$ cat src/rtl/core/trbd_pkg.sv
package trbd_pkg;

	// Address field width is fixed by the result format
	localparam int unsigned ADDR_W = 48;
	localparam int unsigned DEF_ADDR_BYTES = 6;
	localparam logic [7:0] DEF_TAG_VALUE = 8'd71;

	typedef enum logic [2:0] {
		PH_COUNT   = 3'd0,
		PH_ADDR    = 3'd1,
		PH_LEN_LO  = 3'd2,
		PH_LEN_HI  = 3'd3,
		PH_PAYLOAD = 3'd4,
		PH_SKIP    = 3'd5
	} phase_t;

	typedef struct packed {
		logic [ADDR_W-1:0] source_address;
		logic [7:0]        subtype;
		logic [7:0]        body_byte;
		logic              byte_present;
		logic              record_last;
		logic              truncated;
	} result_t;

	// Parser to output register: one result candidate per beat
	typedef struct packed {
		logic    emit;
		result_t res;
	} result_beat_t;

endpackage

$ cat src/rtl/core/trbd_parser.sv
module trbd_parser #(
	parameter int unsigned ADDR_BYTES = trbd_pkg::DEF_ADDR_BYTES
) (
	input  logic                    clk,
	input  logic                    arst_n,
	input  logic                    take,
	input  logic [7:0]              rx_byte,
	input  logic                    batch_end,
	input  logic [7:0]              tag_value,
	output trbd_pkg::result_beat_t  beat
);

	localparam int unsigned IDX_W = $clog2(ADDR_BYTES + 1);

	trbd_pkg::phase_t phase_q, phase_d;
	logic [7:0]                    left_q, left_d;
	logic [trbd_pkg::ADDR_W-1:0]   addr_q, addr_d;
	logic [IDX_W-1:0]              idx_q, idx_d;
	logic [15:0]                   len_q, len_d;
	logic [15:0]                   pos_q, pos_d;
	logic                          passes_q, passes_d;
	logic [7:0]                    sub_q, sub_d;

	logic [16:0] pos_inc;
	logic        last;
	logic [7:0]  left_dec;
	logic [15:0] len_full;

	assign pos_inc  = {1'b0, pos_q} + 17'd1;
	assign last     = pos_inc >= {1'b0, len_q};
	assign left_dec = left_q - 8'd1;
	assign len_full = {rx_byte, len_q[7:0]};

	// next state
	always_comb begin
		logic clear_hdr;
		logic finish;
		clear_hdr = 1'b0;
		finish    = 1'b0;
		phase_d   = phase_q;
		left_d    = left_q;
		addr_d    = addr_q;
		idx_d     = idx_q;
		len_d     = len_q;
		pos_d     = pos_q;
		passes_d  = passes_q;
		sub_d     = sub_q;
		unique case (phase_q)
			trbd_pkg::PH_COUNT: begin
				left_d    = rx_byte;
				clear_hdr = 1'b1;
				phase_d   = (rx_byte == 8'd0) ? trbd_pkg::PH_SKIP : trbd_pkg::PH_ADDR;
			end
			trbd_pkg::PH_ADDR: begin
				addr_d = {addr_q[trbd_pkg::ADDR_W-9:0], rx_byte};
				idx_d  = idx_q + IDX_W'(1);
				if (idx_d >= IDX_W'(ADDR_BYTES)) begin
					phase_d = trbd_pkg::PH_LEN_LO;
				end
			end
			trbd_pkg::PH_LEN_LO: begin
				len_d   = {8'd0, rx_byte};
				phase_d = trbd_pkg::PH_LEN_HI;
			end
			trbd_pkg::PH_LEN_HI: begin
				len_d = len_full;
				pos_d = 16'd0;
				if (len_full == 16'd0) begin
					finish = 1'b1;
				end else begin
					phase_d = trbd_pkg::PH_PAYLOAD;
				end
			end
			trbd_pkg::PH_PAYLOAD: begin
				if (pos_q == 16'd0) begin
					passes_d = (len_q >= 16'd2) && (rx_byte == tag_value);
				end else if (pos_q == 16'd1) begin
					sub_d = rx_byte;
				end
				pos_d = pos_inc[15:0];
				if (last) begin
					finish = 1'b1;
				end
			end
			trbd_pkg::PH_SKIP: begin
				phase_d = phase_q;
			end
			default: begin
				phase_d = trbd_pkg::PH_COUNT;
			end
		endcase
		if (finish) begin
			left_d    = left_dec;
			clear_hdr = 1'b1;
			phase_d   = (left_dec == 8'd0) ? trbd_pkg::PH_SKIP : trbd_pkg::PH_ADDR;
		end
		if (batch_end) begin
			phase_d   = trbd_pkg::PH_COUNT;
			left_d    = 8'd0;
			clear_hdr = 1'b1;
		end
		if (clear_hdr) begin
			addr_d   = '0;
			idx_d    = '0;
			len_d    = 16'd0;
			pos_d    = 16'd0;
			passes_d = 1'b0;
			sub_d    = 8'd0;
		end
	end

	// result candidate
	always_comb begin
		logic trunc;
		trunc = batch_end && !last;
		beat.emit                    = 1'b0;
		beat.res.source_address      = addr_q;
		beat.res.subtype             = (pos_q == 16'd1) ? rx_byte : sub_q;
		beat.res.body_byte           = 8'd0;
		beat.res.byte_present        = 1'b0;
		beat.res.record_last         = 1'b0;
		beat.res.truncated           = 1'b0;
		if ((phase_q == trbd_pkg::PH_PAYLOAD) && passes_q) begin
			if (pos_q == 16'd1) begin
				beat.emit            = last;
				beat.res.record_last = 1'b1;
			end else if (pos_q >= 16'd2) begin
				beat.emit              = 1'b1;
				beat.res.body_byte     = rx_byte;
				beat.res.byte_present  = 1'b1;
				beat.res.record_last   = last || trunc;
				beat.res.truncated     = trunc;
			end
		end
	end

	always_ff @(posedge clk or negedge arst_n) begin
		if (!arst_n) begin
			phase_q  <= trbd_pkg::PH_COUNT;
			left_q   <= 8'd0;
			addr_q   <= '0;
			idx_q    <= '0;
			len_q    <= 16'd0;
			pos_q    <= 16'd0;
			passes_q <= 1'b0;
			sub_q    <= 8'd0;
		end else if (take) begin
			phase_q  <= phase_d;
			left_q   <= left_d;
			addr_q   <= addr_d;
			idx_q    <= idx_d;
			len_q    <= len_d;
			pos_q    <= pos_d;
			passes_q <= passes_d;
			sub_q    <= sub_d;
		end
	end

endmodule

$ cat src/rtl/core/trbd_out_reg.sv
module trbd_out_reg (
	input  logic                   clk,
	input  logic                   arst_n,
	input  logic                   take,
	input  trbd_pkg::result_beat_t beat,
	input  logic                   out_stall,
	output logic                   ready,
	output logic                   out_valid,
	output trbd_pkg::result_t      res
);

	logic              valid_q;
	trbd_pkg::result_t res_q;
	logic              load;

	assign ready     = !valid_q || !out_stall;
	assign load      = take && beat.emit;
	assign out_valid = valid_q;
	assign res       = res_q;

	always_ff @(posedge clk or negedge arst_n) begin
		if (!arst_n) begin
			valid_q <= 1'b0;
		end else if (ready) begin
			valid_q <= load;
		end
	end

	always_ff @(posedge clk) begin
		if (load) begin
			res_q <= beat.res;
		end
	end

endmodule

$ cat src/rtl/core/tagged_record_batch_deframer.sv
// channel | direction | handshake              | payload
// in      | in        | in_valid / in_stall    | rx_byte, batch_end
// out     | out       | out_valid / out_stall  | source_address, subtype, body_byte,
//         |           |                        | byte_present, record_last, truncated
// cfg     | in        | cfg_wen                | cfg_wdata (tag_value)
//
// One input beat per cycle while in_stall is low; a result appears in the cycle after the
// beat that causes it is taken, held in one result register that the parser state registers feed.
// Reset (arst_n low) puts the parser in the count-byte phase and tag_value at 'G'.
// in_stall rises only while a held result is stalled on the output side.
// cfg_wen writes tag_value at once, no wait.
module tagged_record_batch_deframer #(
	parameter int unsigned ADDR_BYTES = trbd_pkg::DEF_ADDR_BYTES
) (
	input  logic                        clk,
	input  logic                        arst_n,
	input  logic                        in_valid,
	output logic                        in_stall,
	input  logic [7:0]                  rx_byte,
	input  logic                        batch_end,
	output logic                        out_valid,
	input  logic                        out_stall,
	output logic [trbd_pkg::ADDR_W-1:0] source_address,
	output logic [7:0]                  subtype,
	output logic [7:0]                  body_byte,
	output logic                        byte_present,
	output logic                        record_last,
	output logic                        truncated,
	input  logic                        cfg_wen,
	input  logic [7:0]                  cfg_wdata
);

	logic [7:0]             tag_value_q;
	logic                   ready;
	logic                   take;
	trbd_pkg::result_beat_t beat;
	trbd_pkg::result_t      res;

	// tag register
	always_ff @(posedge clk or negedge arst_n) begin
		if (!arst_n) begin
			tag_value_q <= trbd_pkg::DEF_TAG_VALUE;
		end else if (cfg_wen) begin
			tag_value_q <= cfg_wdata;
		end
	end

	// a beat is taken whenever the result register is free or draining
	assign in_stall = !ready;
	assign take     = in_valid && ready;

	trbd_parser #(
		.ADDR_BYTES (ADDR_BYTES)
	) u_parser (
		.clk       (clk),
		.arst_n    (arst_n),
		.take      (take),
		.rx_byte   (rx_byte),
		.batch_end (batch_end),
		.tag_value (tag_value_q),
		.beat      (beat)
	);

	trbd_out_reg u_out (
		.clk       (clk),
		.arst_n    (arst_n),
		.take      (take),
		.beat      (beat),
		.out_stall (out_stall),
		.ready     (ready),
		.out_valid (out_valid),
		.res       (res)
	);

	assign source_address = res.source_address;
	assign subtype        = res.subtype;
	assign body_byte      = res.body_byte;
	assign byte_present   = res.byte_present;
	assign record_last    = res.record_last;
	assign truncated      = res.truncated;

	// a truncated beat always closes its record
	a_trunc_last: assert property (@(posedge clk) disable iff (!arst_n)
		out_valid && truncated |-> record_last)
		else $error("truncated beat without record_last");

	// empty-body result is a clean record end with no byte
	a_empty_body: assert property (@(posedge clk) disable iff (!arst_n)
		out_valid && !byte_present |-> record_last && !truncated && body_byte == 8'd0)
		else $error("empty-body result malformed");

	// input is held back only by a stalled result
	a_stall_cause: assert property (@(posedge clk) disable iff (!arst_n)
		in_stall |-> out_valid && out_stall)
		else $error("input stalled without output back-pressure");

	// a new result always follows an accepted beat
	a_result_src: assert property (@(posedge clk) disable iff (!arst_n)
		$rose(out_valid) |-> $past(in_valid && !in_stall))
		else $error("result without input beat");

endmodule
$ cat config.mk
export PLATFORM = sky130hd
export DESIGN_NAME = tagged_record_batch_deframer
export DESIGN_NICKNAME = d
export VERILOG_FILES = /design/src/rtl/core/trbd_pkg.sv /design/src/rtl/core/trbd_parser.sv /design/src/rtl/core/trbd_out_reg.sv /design/src/rtl/core/tagged_record_batch_deframer.sv
export SDC_FILE = /design/constraint.sdc
export NUM_CORES = 1
export LEC_CHECK = 0
export ABC_AREA = 1
export BUFFER_PORTS_ARGS = -buffer_cell sky130_fd_sc_hd__buf_2
export CAP_MARGIN = 20
export CORE_MARGIN = 1.5
export CORE_UTILIZATION = 35
export CTS_CLUSTER_SIZE = 14
export DETAILED_ROUTE_END_ITERATION = 12
export PLACE_DENSITY = 0.52
export REMOVE_ABC_BUFFERS = 1
export SYNTH_ARGS = -nofsm -noshare
export SYNTH_HDL_FRONTEND = slang
export SYNTH_SLANG_ARGS = --single-unit
$ cat constraint.sdc
create_clock -name clk -period 13.4 [get_ports clk]
set_input_delay 2.68 -clock clk [delete_from_list [all_inputs] [get_ports clk]]
set_output_delay 2.68 -clock clk [all_outputs]
set_load 0.1 [all_outputs]
==> results.cfg, run 1 <==
[status]
status = finished, final reports clean

[routing]
first_pass_iters = 5
dr.max_layer_used = met4
ant_nets = 0
finalWirelength_um = 19060
wl_met1_um = 9289
drtIter0Drc = 372
dr_wl_met2_um = 8890
via_per_inst = 4.662
via_count = 6317
met3_length_um = 680
post_drt_wl_per_cell_um = 14.07
route.detailed.drc = 0

[clock_tree]
cts.sinks = 179
ctsHtreeMaxLevel = 4
cts_setup_buffers = 0
clock_latency_ns = 0.43
cts-resized-gates = 0
cts_hold_buf = 0
cts_buffers = 17
path_clk_slew_ns = 0.07
cts_tree = done
clockRootBuffer = clkbuf_16
cts_buffer_depth = 2

[yosys]
synth-edff-count = 67
synth_ff_type = dfrtp_1
yosysWarningCount = 0
yosysSeqAreaShare = 0.5627
syn_area_per_cell_um2 = 9.179
synthCells = 933
ys_async_sr_fraction = 0.6257
syn_area_um2 = 8564
synth-seq-cells = 179
ys_types = 43

[placed_design]
gp_congestion = 0.8449
hpwl_um = 12680
placed_area_um2 = 9245
placedCellCount = 1323
io_buffers = 90

[critical_path]
crit_required_ns = 10.72
cp_common_cell = buf_2
max_stage_delay_ns = 0.43
critPathSlowestCell = buf_2
crit_type = input pin to output pin
cp-end-kind = output pin
timing.rr.start = u_parser.pos_q[0]
start_kind = input pin
worst_r2r_path_depth = 19
cp_max_fo = 3
worstPathArrival_ns = 3.44
cp_cell_sequence = buf_2 -> nand2_1 -> inv_1 -> buf_2
regToRegSetupSlack_ns = 8.99
reg2reg_to = u_parser.left_q[4]

[global_route]
grt_max_degree = 68
antenna_found_initial = 0
grt_pass1_wl_um = 31710
overflow = 0
grt_pass1_vias = 6159
grt_use_total = 0.1569

[sta]
final.setup_skew_ns = 0.008860
worst_pin_slew_ns = 0.8862
whs_ns = 0.4488
rsz0062_at_grt = no
fmax_mhz = 163.4
relSlewSlack = 0.4092
setup_tns_ns = 0
period_minus_slack_ns = 6.119
setup-violations-final = 0
hold_viol = 0
fin_crit_sh = 0.4567
slew_violations = 0

[final_layout]
final_nets = 1064
antenna_cells = 0
final_area_um2 = 9841
multi_input_area_um2 = 3166
fillerInstances = 2451
layout-drive-gt1-share = 0.1746
finalNonFillerCells = 1355
register_area_um2 = 4820
area_delta_synth_final_pct = 14.90

[min_path]
holdPathStages = 0
hold_end = u_out.res[61]
hp-class = flop to flop
min-delay-start = u_parser.addr_q[42]

[floorplan]
coreArea_um2 = 24180
die_h_um = 159.4
num_rows = 57
dieArea_um2 = 25420
pin_count = 91
die_x_um = 159.4
start_util = 0.3542

[pwr]
intPower_w = 0.0009324
power.leakage_nw = 4.870
power_frac_clock = 0.362
combinationalPowerShare = 0.189
seq_power_share = 0.449
switchingPower_w = 0.0004479
vdd_drop_max_v = 0.00008868
sw_frac_of_total = 0.3245
power.density_nw_per_um2 = 140.3

[flow_run]
maxCapViolCount = 0
==> cell usage after synthesis (all sizes together), types with 3 or more instances <==
cell type / number / area [um^2]
ha: 24 / 300.3
nand2: 310 / 1210
nor4: 3 / 18.77
nand4: 27 / 183.9
nor2: 71 / 325.3
nand3b: 3 / 22.52
dfrtp: 108 / 2703
edfxtp: 67 / 2012
a21oi: 9 / 45.04
o21ai: 43 / 230.2
clkbuf: 10 / 37.54
dfstp: 4 / 105.1
nor3: 16 / 91.34
buf: 19 / 180.2
inv: 96 / 360.3
xor2: 15 / 131.4
nand3: 87 / 465.4
or2: 11 / 68.82
==> metrics by stage <==
step	total power [W]	utilization	setup WS (ns)
finish	0.001380	0.4070	7.281
detailed placement	0.0008948	0.3824	7.265
floorplan	0.0008108	-	7.344
global placement	0.0008928	0.3824	7.272
CTS	0.001398	0.4070	7.261
global route	0.001456	0.4070	7.261
==> power groups by stage <==
stage          clock network, W  logic (W)  registers, W
6_report               0.000500   0.000261      0.000620
5_1_grt                0.000536   0.000297      0.000623
4_1_cts                0.000512   0.000266      0.000620
3_5_place_dp                  0   0.000264      0.000630
3_3_place_gp                  0   0.000263      0.000630
2_1_floorplan                 0   0.000187      0.000624
==> layer usage <==
layer	track usage	vias up
met1	0.2147	2971
met2	0.2509	141
met4	0.04931	0
met3	0.03074	12
li1	-	3193
met5	0	-
==> worst max-delay path, delay by kind of cell <==
family	cells	cell delay (ns)
buffers and inverters	3	0.62
AND/OR/NAND/NOR	1	0.13
==> sequential cells by signal, indices dropped and copies added (netlist names), 3 cells and up <==
register / cells
u_parser.len_q: 16
u_parser.pos_q: 16
u_out.res: 67
u_parser.addr_q: 48
tag_value_q: 8
u_parser.idx_q: 3
u_parser.phase_q: 3
u_parser.sub_q: 8
u_parser.left_q: 8
==> final cells by class <==
type | count | share of cell area
Tap cell | 324 | 0.04120
Clock buffer | 17 | 0.04323
Timing Repair Buffer | 95 | 0.04984
Multi-Input combinational cell | 628 | 0.3217
Clock inverter | 15 | 0.01729
Sequential cell | 179 | 0.4898
Inverter | 97 | 0.03700
==> worst max path at each step <==
| stage | start | to | slack (ns) | cells past startpoint |
|---|---|---|---|---|
| 2_1_floorplan | out_stall | in_stall | 7.34 | 2 |
| 3_3_place_gp | out_stall | in_stall | 7.27 | 4 |
| 3_5_place_dp | out_stall | in_stall | 7.27 | 4 |
| 4_1_cts | out_stall | in_stall | 7.26 | 4 |
| 5_1_grt | out_stall | in_stall | 7.26 | 4 |
| 6_report | out_stall | in_stall | 7.28 | 4 |
==> cells in the final DEF, fill, tap and decap left out, types with 2 or more instances in the layout <==
cell type	count
nand2_4	3
nand2_2	4
ha_1	24
buf_4	6
nand3_4	2
a21oi_1	9
o21ai_0	32
edfxtp_1	67
dfstp_2	4
clkinv_8	2
inv_8	5
clkbuf_16	17
xor2_1	15
nor4_1	3
inv_2	4
inv_1	92
nand2_1	302
o21ai_1	7
nand3b_1	3
clkinv_2	2
clkinvlp_4	2
clkinv_4	2
nor3_1	15
buf_2	89
o21ai_2	4
or2_2	11
nor2_2	14
dfrtp_1	108
nand3_1	84
nor2_1	55
nand4_1	26
==> cell families (layout without fill, tap and decap cells) <==
family,after synthesis,in the layout,synth area share
fa+ha+maj,24,24,0.03506
simple gates,530,530,0.2804
xor+xnor,16,16,0.01636
buf+inv,126,224,0.06793
compound gates,58,58,0.03755
flops,179,179,0.5627
(Power assumes the default switching activity.)
==> inputs of run 2 (changes only) <==
--- a/config.mk
+++ b/config.mk
@@ -5,7 +5,7 @@
 export SDC_FILE = /design/constraint.sdc
 export NUM_CORES = 1
 export LEC_CHECK = 0
-export ABC_AREA = 1
+export ABC_AREA = 0
 export BUFFER_PORTS_ARGS = -buffer_cell sky130_fd_sc_hd__buf_2
 export CAP_MARGIN = 20
 export CORE_MARGIN = 1.5
==> constraint.sdc (replaced) <==
create_clock -name clk -period 6 [get_ports clk]
set_input_delay 1.2 -clock clk [delete_from_list [all_inputs] [get_ports clk]]
set_output_delay 1.2 -clock clk [all_outputs]
set_load 0.1 [all_outputs]
==> run 2 against run 1 <==
  * The run now ends with DRC left
  * Core utilization grew 0.75 points
  * Global-route usage shrank 0.21 points
  * Sequential share of layout area grew 4.0 points
  * Worst hold slack gained 0.0076 ns
  * Largest cell class unchanged
  * Critical endpoint is now u_out.res[25]
  * First-iteration DRC count shrank 18%
  * Die area shrank 7.7%
  * Via count shrank 18%
  * Synthesized area shrank 7.8%
  * Synthesized cell count shrank 34%
  * Critical path depth grew 8
  * Cell count shrank 27%
  * Combinational power grew 44%
==> results.cfg, run 2 <==
[pwr]
combinationalPowerShare = 0.133
switchingPower_w = 0.0008273
seq_power_share = 0.482
vdd_drop_max_v = 0.0001798
power.density_nw_per_um2 = 310.9
power_frac_clock = 0.386
total_power_w = 0.002830
sw_frac_of_total = 0.2923
intPower_w = 0.002003
power.leakage_nw = 3.959

[yosys]
synthTopCellsByArea = dfrtp_1, edfxtp_1, a22o_1, ha_1, nand2_1
ys_types = 62
ys_async_sr_fraction = 0.6257
synth-edff-count = 67
synth_most_common_cell = dfrtp_1
yosysSeqAreaShare = 0.6107
syn_area_per_cell_um2 = 12.79
yosysWarningCount = 0
yosys-top-cells-count = dfrtp_1, edfxtp_1, a22o_1, nand2_1, inv_1
synthCells = 617
yosysTopAreaCellShare = 0.3424
synth_ff_type = dfrtp_1
syn_area_um2 = 7893
yosysTopAreaCell = dfrtp_1
synth-seq-cells = 179

[global_route]
grt_util_met2 = 0.2487
grt_use_met3 = 0.04139
grt_max_degree = 73
grt_pass1_wl_um = 28060
overflow = 0
grt_pass1_vias = 5223
antenna_found_initial = 0
grtUsageMet1 = 0.1997
top_usage_layer = met2
grt_use_total = 0.1548

[critical_path]
regToRegSetupSlack_ns = 1.57
cp_num_buf_inv = 1
start_kind = flop
worst_r2r_path_depth = 12
cp-end-kind = flop
timing.rr.start = u_parser.pos_q[2]
critPathSlowestCell = nor4_1
cp_cell_sequence = nand3_1 -> nor4_1 -> nand3_1 -> xnor2_1 -> ha_1 -> nand4_1 -> nor4_1 -> a21oi_2 -> and2_1 -> o21a_1 -> nor3_2 -> buf_4
reg2reg_to = u_out.res[25]
max_stage_delay_ns = 0.85
crit_type = flop to flop
crit_family = simple AND/OR/NAND/NOR gates
worstPathArrival_ns = 4.50
cp_max_fo = 47
crit_required_ns = 6.07
crit_start = u_parser.pos_q[2]

[routing]
via_per_inst = 5.230
drtIter0Drc = 306
via_count = 5178
route.detailed.drc = 12
finalWirelength_um = 17740
ant_nets = 0
first_pass_iters = 8
post_drt_wl_per_cell_um = 17.92

[clock_tree]
cts_setup_buffers = 0
clock_latency_ns = 0.43
cts.sinks = 179
cts_buffers = 17
path_clk_slew_ns = 0.07
cts_tree = done
cts_hold_buf = 0
clockRootBuffer = clkbuf_16
cts-resized-gates = 0
cts_buffer_depth = 2
ctsHtreeMaxLevel = 4

[placed_design]
placed_area_um2 = 8519
pre_cts_ws_ns = 1.501
io_buffers = 90
hpwl_um = 11980
gp_congestion = 0.8502

[final_layout]
fillerInstances = 2069
area_delta_synth_final_pct = 15.33
final_area_um2 = 9102
final_nets = 743
largest_reg_flops = 67
final_cell_mix = dfrtp_1, buf_2, edfxtp_1
layout.cells.most_common = dfrtp_1
fin_util = 0.4145
antenna_cells = 0
layout-drive-gt1-share = 0.2352

[sta]
fin_crit_sh = 0.7389
worst_pin_slew_ns = 1.001
final.setup_skew_ns = 0.01013
fmax_mhz = 225.6
hold_viol = 0
rsz0062_at_grt = no
setup-violations-final = 0
fin_ws_ns = 1.567
period_minus_slack_ns = 4.434
setup_tns_ns = 0
slew_violations = 0
relSlewSlack = 0.3268

[floorplan]
die_x_um = 153.2
die_h_um = 153.2
num_rows = 54
coreArea_um2 = 21960
start_util = 0.3594
dieArea_um2 = 23460
pin_count = 91

[status]
violations = DRC
status = finished with violations

[min_path]
holdPathStages = 0
hold_end = u_out.res[61]
min-delay-start = u_parser.addr_q[42]
hp-class = flop to flop

[flow_run]
maxCapViolCount = 0
==> run 2: power by group through the flow <==
stage,Combinational (W),Clock [W],Sequential (W)
2_1_floorplan,0.000260,0,0.00137
3_3_place_gp,0.000366,0,0.00138
3_5_place_dp,0.000376,0,0.00139
4_1_cts,0.000377,0.00112,0.00136
5_1_grt,0.000415,0.00117,0.00137
6_report,0.000375,0.00109,0.00136
==> run 2: layer usage <==
metal | wire, um | share of wire
met1 | 8165 | 0.46
met2 | 8245 | 0.46
met3 | 870 | 0.049
met4 | 456 | 0.026
met5 | 0 | 0
==> run 2: worst max path at each step <==
stage	end	depth (start not counted)
after floorplan	u_out.out_valid	12
after global placement	u_out.res[35]	12
after detailed placement	u_out.res[59]	12
after CTS	u_out.res[24]	12
after global routing	u_out.res[25]	12
final	u_out.res[25]	12
==> run 2: cell type report <==
| cell class | instances | area [um^2] | share of cell area |
|---|---|---|---|
| clock buffers | 17 | 425.4 | 0.04674 |
| clock inverters | 15 | 157.7 | 0.01732 |
| inverters | 29 | 108.9 | 0.01196 |
| multi-input cells | 374 | 2743 | 0.3013 |
| flip-flops and latches | 179 | 4820 | 0.5295 |
| well taps | 280 | 350.3 | 0.03849 |
| repair buffers | 96 | 498.0 | 0.05471 |
==> run 2: cells by family (layout without fill, tap and decap cells) <==
| kind of cell | after synthesis | count (layout) | share of synthesized area |
|---|---|---|---|
| muxes | 24 | 24 | 0.03361 |
| adders and majority gates | 24 | 24 | 0.03805 |
| xor gates and xnor gates | 26 | 26 | 0.02885 |
| buffers and inverters | 64 | 157 | 0.04312 |
| DFF | 179 | 179 | 0.6107 |
| and+or+nand+nor | 156 | 156 | 0.1056 |
| AOI/OAI and AO/OA | 144 | 144 | 0.1401 |
==> run 2: per-stage QoR <==
step | std cells | hold slack (ns)
3_3_place_gp | 958 | 0.4364
5_1_grt | 990 | 0.4738
4_1_cts | 990 | 0.4624
3_5_place_dp | 958 | 0.4355
2_1_floorplan | 582 | 0.4253
6_report | 990 | 0.4563
==> inputs of run 3 (changes only) <==
==> constraint.sdc (replaced) <==
create_clock -name clk -period 4.3 [get_ports clk]
set_input_delay 0.86 -clock clk [delete_from_list [all_inputs] [get_ports clk]]
set_output_delay 0.86 -clock clk [all_outputs]
set_load 0.1 [all_outputs]
==> run 3 against run 2 <==
  * The run still ends with DRC left
  * Global-route usage grew 0.33 points
  * Sequential cell count is the same
  * Register-to-register slack lost 1.2 ns
  * Cell count grew 0.61%
  * Non-clock buffer count grew 6
  * Core utilization grew 0.40 points
  * Clock-buffer cell count is the same
  * Die area is the same
  * Final area grew 0.98%
  * Worst setup slack lost 1.2 ns
  * Critical endpoint is now u_out.res[2]
  * Clock skew is essentially flat
  * Critical path type unchanged
  * Sequential power grew 40%
==> results.cfg, run 3 (synthesis results as in run 2) <==
[status]
status = finished with violations
violations = DRC

[routing]
via_per_inst = 5.223
first_pass_iters = 8
drtIter0Drc = 198
via_count = 5202
post_drt_wl_per_cell_um = 17.54
ant_nets = 0
route.detailed.drc = 12
finalWirelength_um = 17470

[pwr]
switchingPower_w = 0.001146
power.density_nw_per_um2 = 430.4
total_power_w = 0.003956
power_frac_clock = 0.384
vdd_drop_max_v = 0.0002602
combinationalPowerShare = 0.135
power.leakage_nw = 4.008
sw_frac_of_total = 0.2896
seq_power_share = 0.481
intPower_w = 0.002810

[sta]
rsz0062_at_grt = no
fmax_mhz = 253.4
worst_pin_slew_ns = 0.8034
fin_crit_sh = 0.9176
relSlewSlack = 0.4603
hold_viol = 0
slew_violations = 0
setup-violations-final = 0
final.setup_skew_ns = 0.009916
fin_ws_ns = 0.3542
period_minus_slack_ns = 3.946

[global_route]
grt_max_degree = 100
grt_pass1_vias = 5374
grt_pass1_wl_um = 29180
overflow = 0
grt_use_total = 0.1581
antenna_found_initial = 0

[final_layout]
layout-drive-gt1-share = 0.2444
antenna_cells = 0
layout.cells.most_common = dfrtp_1
final_nets = 749
multi_input_area_um2 = 2744
fillerInstances = 2039
register_area_um2 = 4820
final_cell_mix = dfrtp_1, buf_2, edfxtp_1
largest_reg_flops = 67
area_delta_synth_final_pct = 16.46

[clock_tree]
ctsHtreeMaxLevel = 4
cts_buffer_depth = 2
cts_setup_buffers = 0
cts_buffers = 17
cts_tree = done
cts_hold_buf = 0
path_clk_slew_ns = 0.07
clockRootBuffer = clkbuf_16
cts-resized-gates = 0
cts.sinks = 179
clock_latency_ns = 0.43

[floorplan]
coreArea_um2 = 21960
start_util = 0.3594
dieArea_um2 = 23460
num_rows = 54
die_x_um = 153.2
pin_count = 91
die_h_um = 153.2

[critical_path]
crit_type = flop to flop
worstPathArrival_ns = 4.06
timing.rr.start = u_parser.pos_q[0]
crit_start = u_parser.pos_q[0]
start_kind = flop
cp_max_fo = 21
reg2reg_to = u_out.res[2]
cp-end-kind = flop
crit_required_ns = 4.41
regToRegSetupSlack_ns = 0.35
worst_r2r_path_depth = 13

[placed_design]
gp_congestion = 0.8416
pre_cts_ws_ns = 0.2921
io_buffers = 90
hpwl_um = 12120

[min_path]
hp-class = input pin to async pin

[flow_run]
maxCapViolCount = 0
==> run 3: cell count changes in the layout (fill, tap and decap cells not counted), sizes merged <==
cell / change
buf: +6
==> run 3: final cells by class <==
class,instances,area share
clock buffers,17,0.04628
inverters,29,0.01184
well taps,280,0.03812
clock inverters,15,0.01770
flip-flops and latches,179,0.5244
repair buffers,102,0.06316
multi-input cells,374,0.2985
==> run 3: worst max-delay path, cell delays in order (launching register included) <==
cell and delay (ns):
dfrtp_1 0.45, ha_1 0.29, nand3_2 0.17, nor3_2 0.33, nand4_1 0.15, xnor2_1 0.18
ha_1 0.33, nand4_1 0.12, nor4_1 0.36, a21oi_2 0.13, and2_2 0.29, o21a_1 0.20
nor3_2 0.28, buf_4 0.34
==> run 3: through the flow <==
stage,cell area (um^2),setup TNS (ns),hold WS [ns],instances,util
after floorplan,7661,-254.47,0.4253,582,-
after global placement,8602,0,0.4426,964,0.3917
after detailed placement,8602,0,0.4374,964,0.3917
after CTS,9190,0,0.2555,996,0.4185
after global routing,9191,0,0.2567,996,0.4186
final,9191,0,0.2748,996,0.4186
==> run 3: power groups by stage <==
stage	Clock (W)	Sequential, W	Combinational, W
floorplan	0	0.00192	0.000363
global placement	0	0.00193	0.000520
detailed placement	0	0.00194	0.000537
CTS	0.00156	0.00190	0.000539
global route	0.00164	0.00191	0.000599
finish	0.00152	0.00190	0.000536
==> run 3: worst max-delay path by stage <==
stage,end,slack [ns],cells after the start
after floorplan,u_out.out_valid,-3.74,12
after global placement,u_out.res[17],0.42,13
after detailed placement,u_parser.addr_q[39],0.29,15
after CTS,u_parser.addr_q[14],0.28,15
after global routing,u_out.res[1],0.05,13
final,u_out.res[2],0.35,13
==> run 3: per-layer routing <==
metal,vias up,share of wire,track usage
li1,2446,-,-
met1,2601,0.47,0.2145
met2,125,0.46,0.2489
met3,30,0.044,0.03459
met4,0,0.022,0.05836
met5,-,0,0
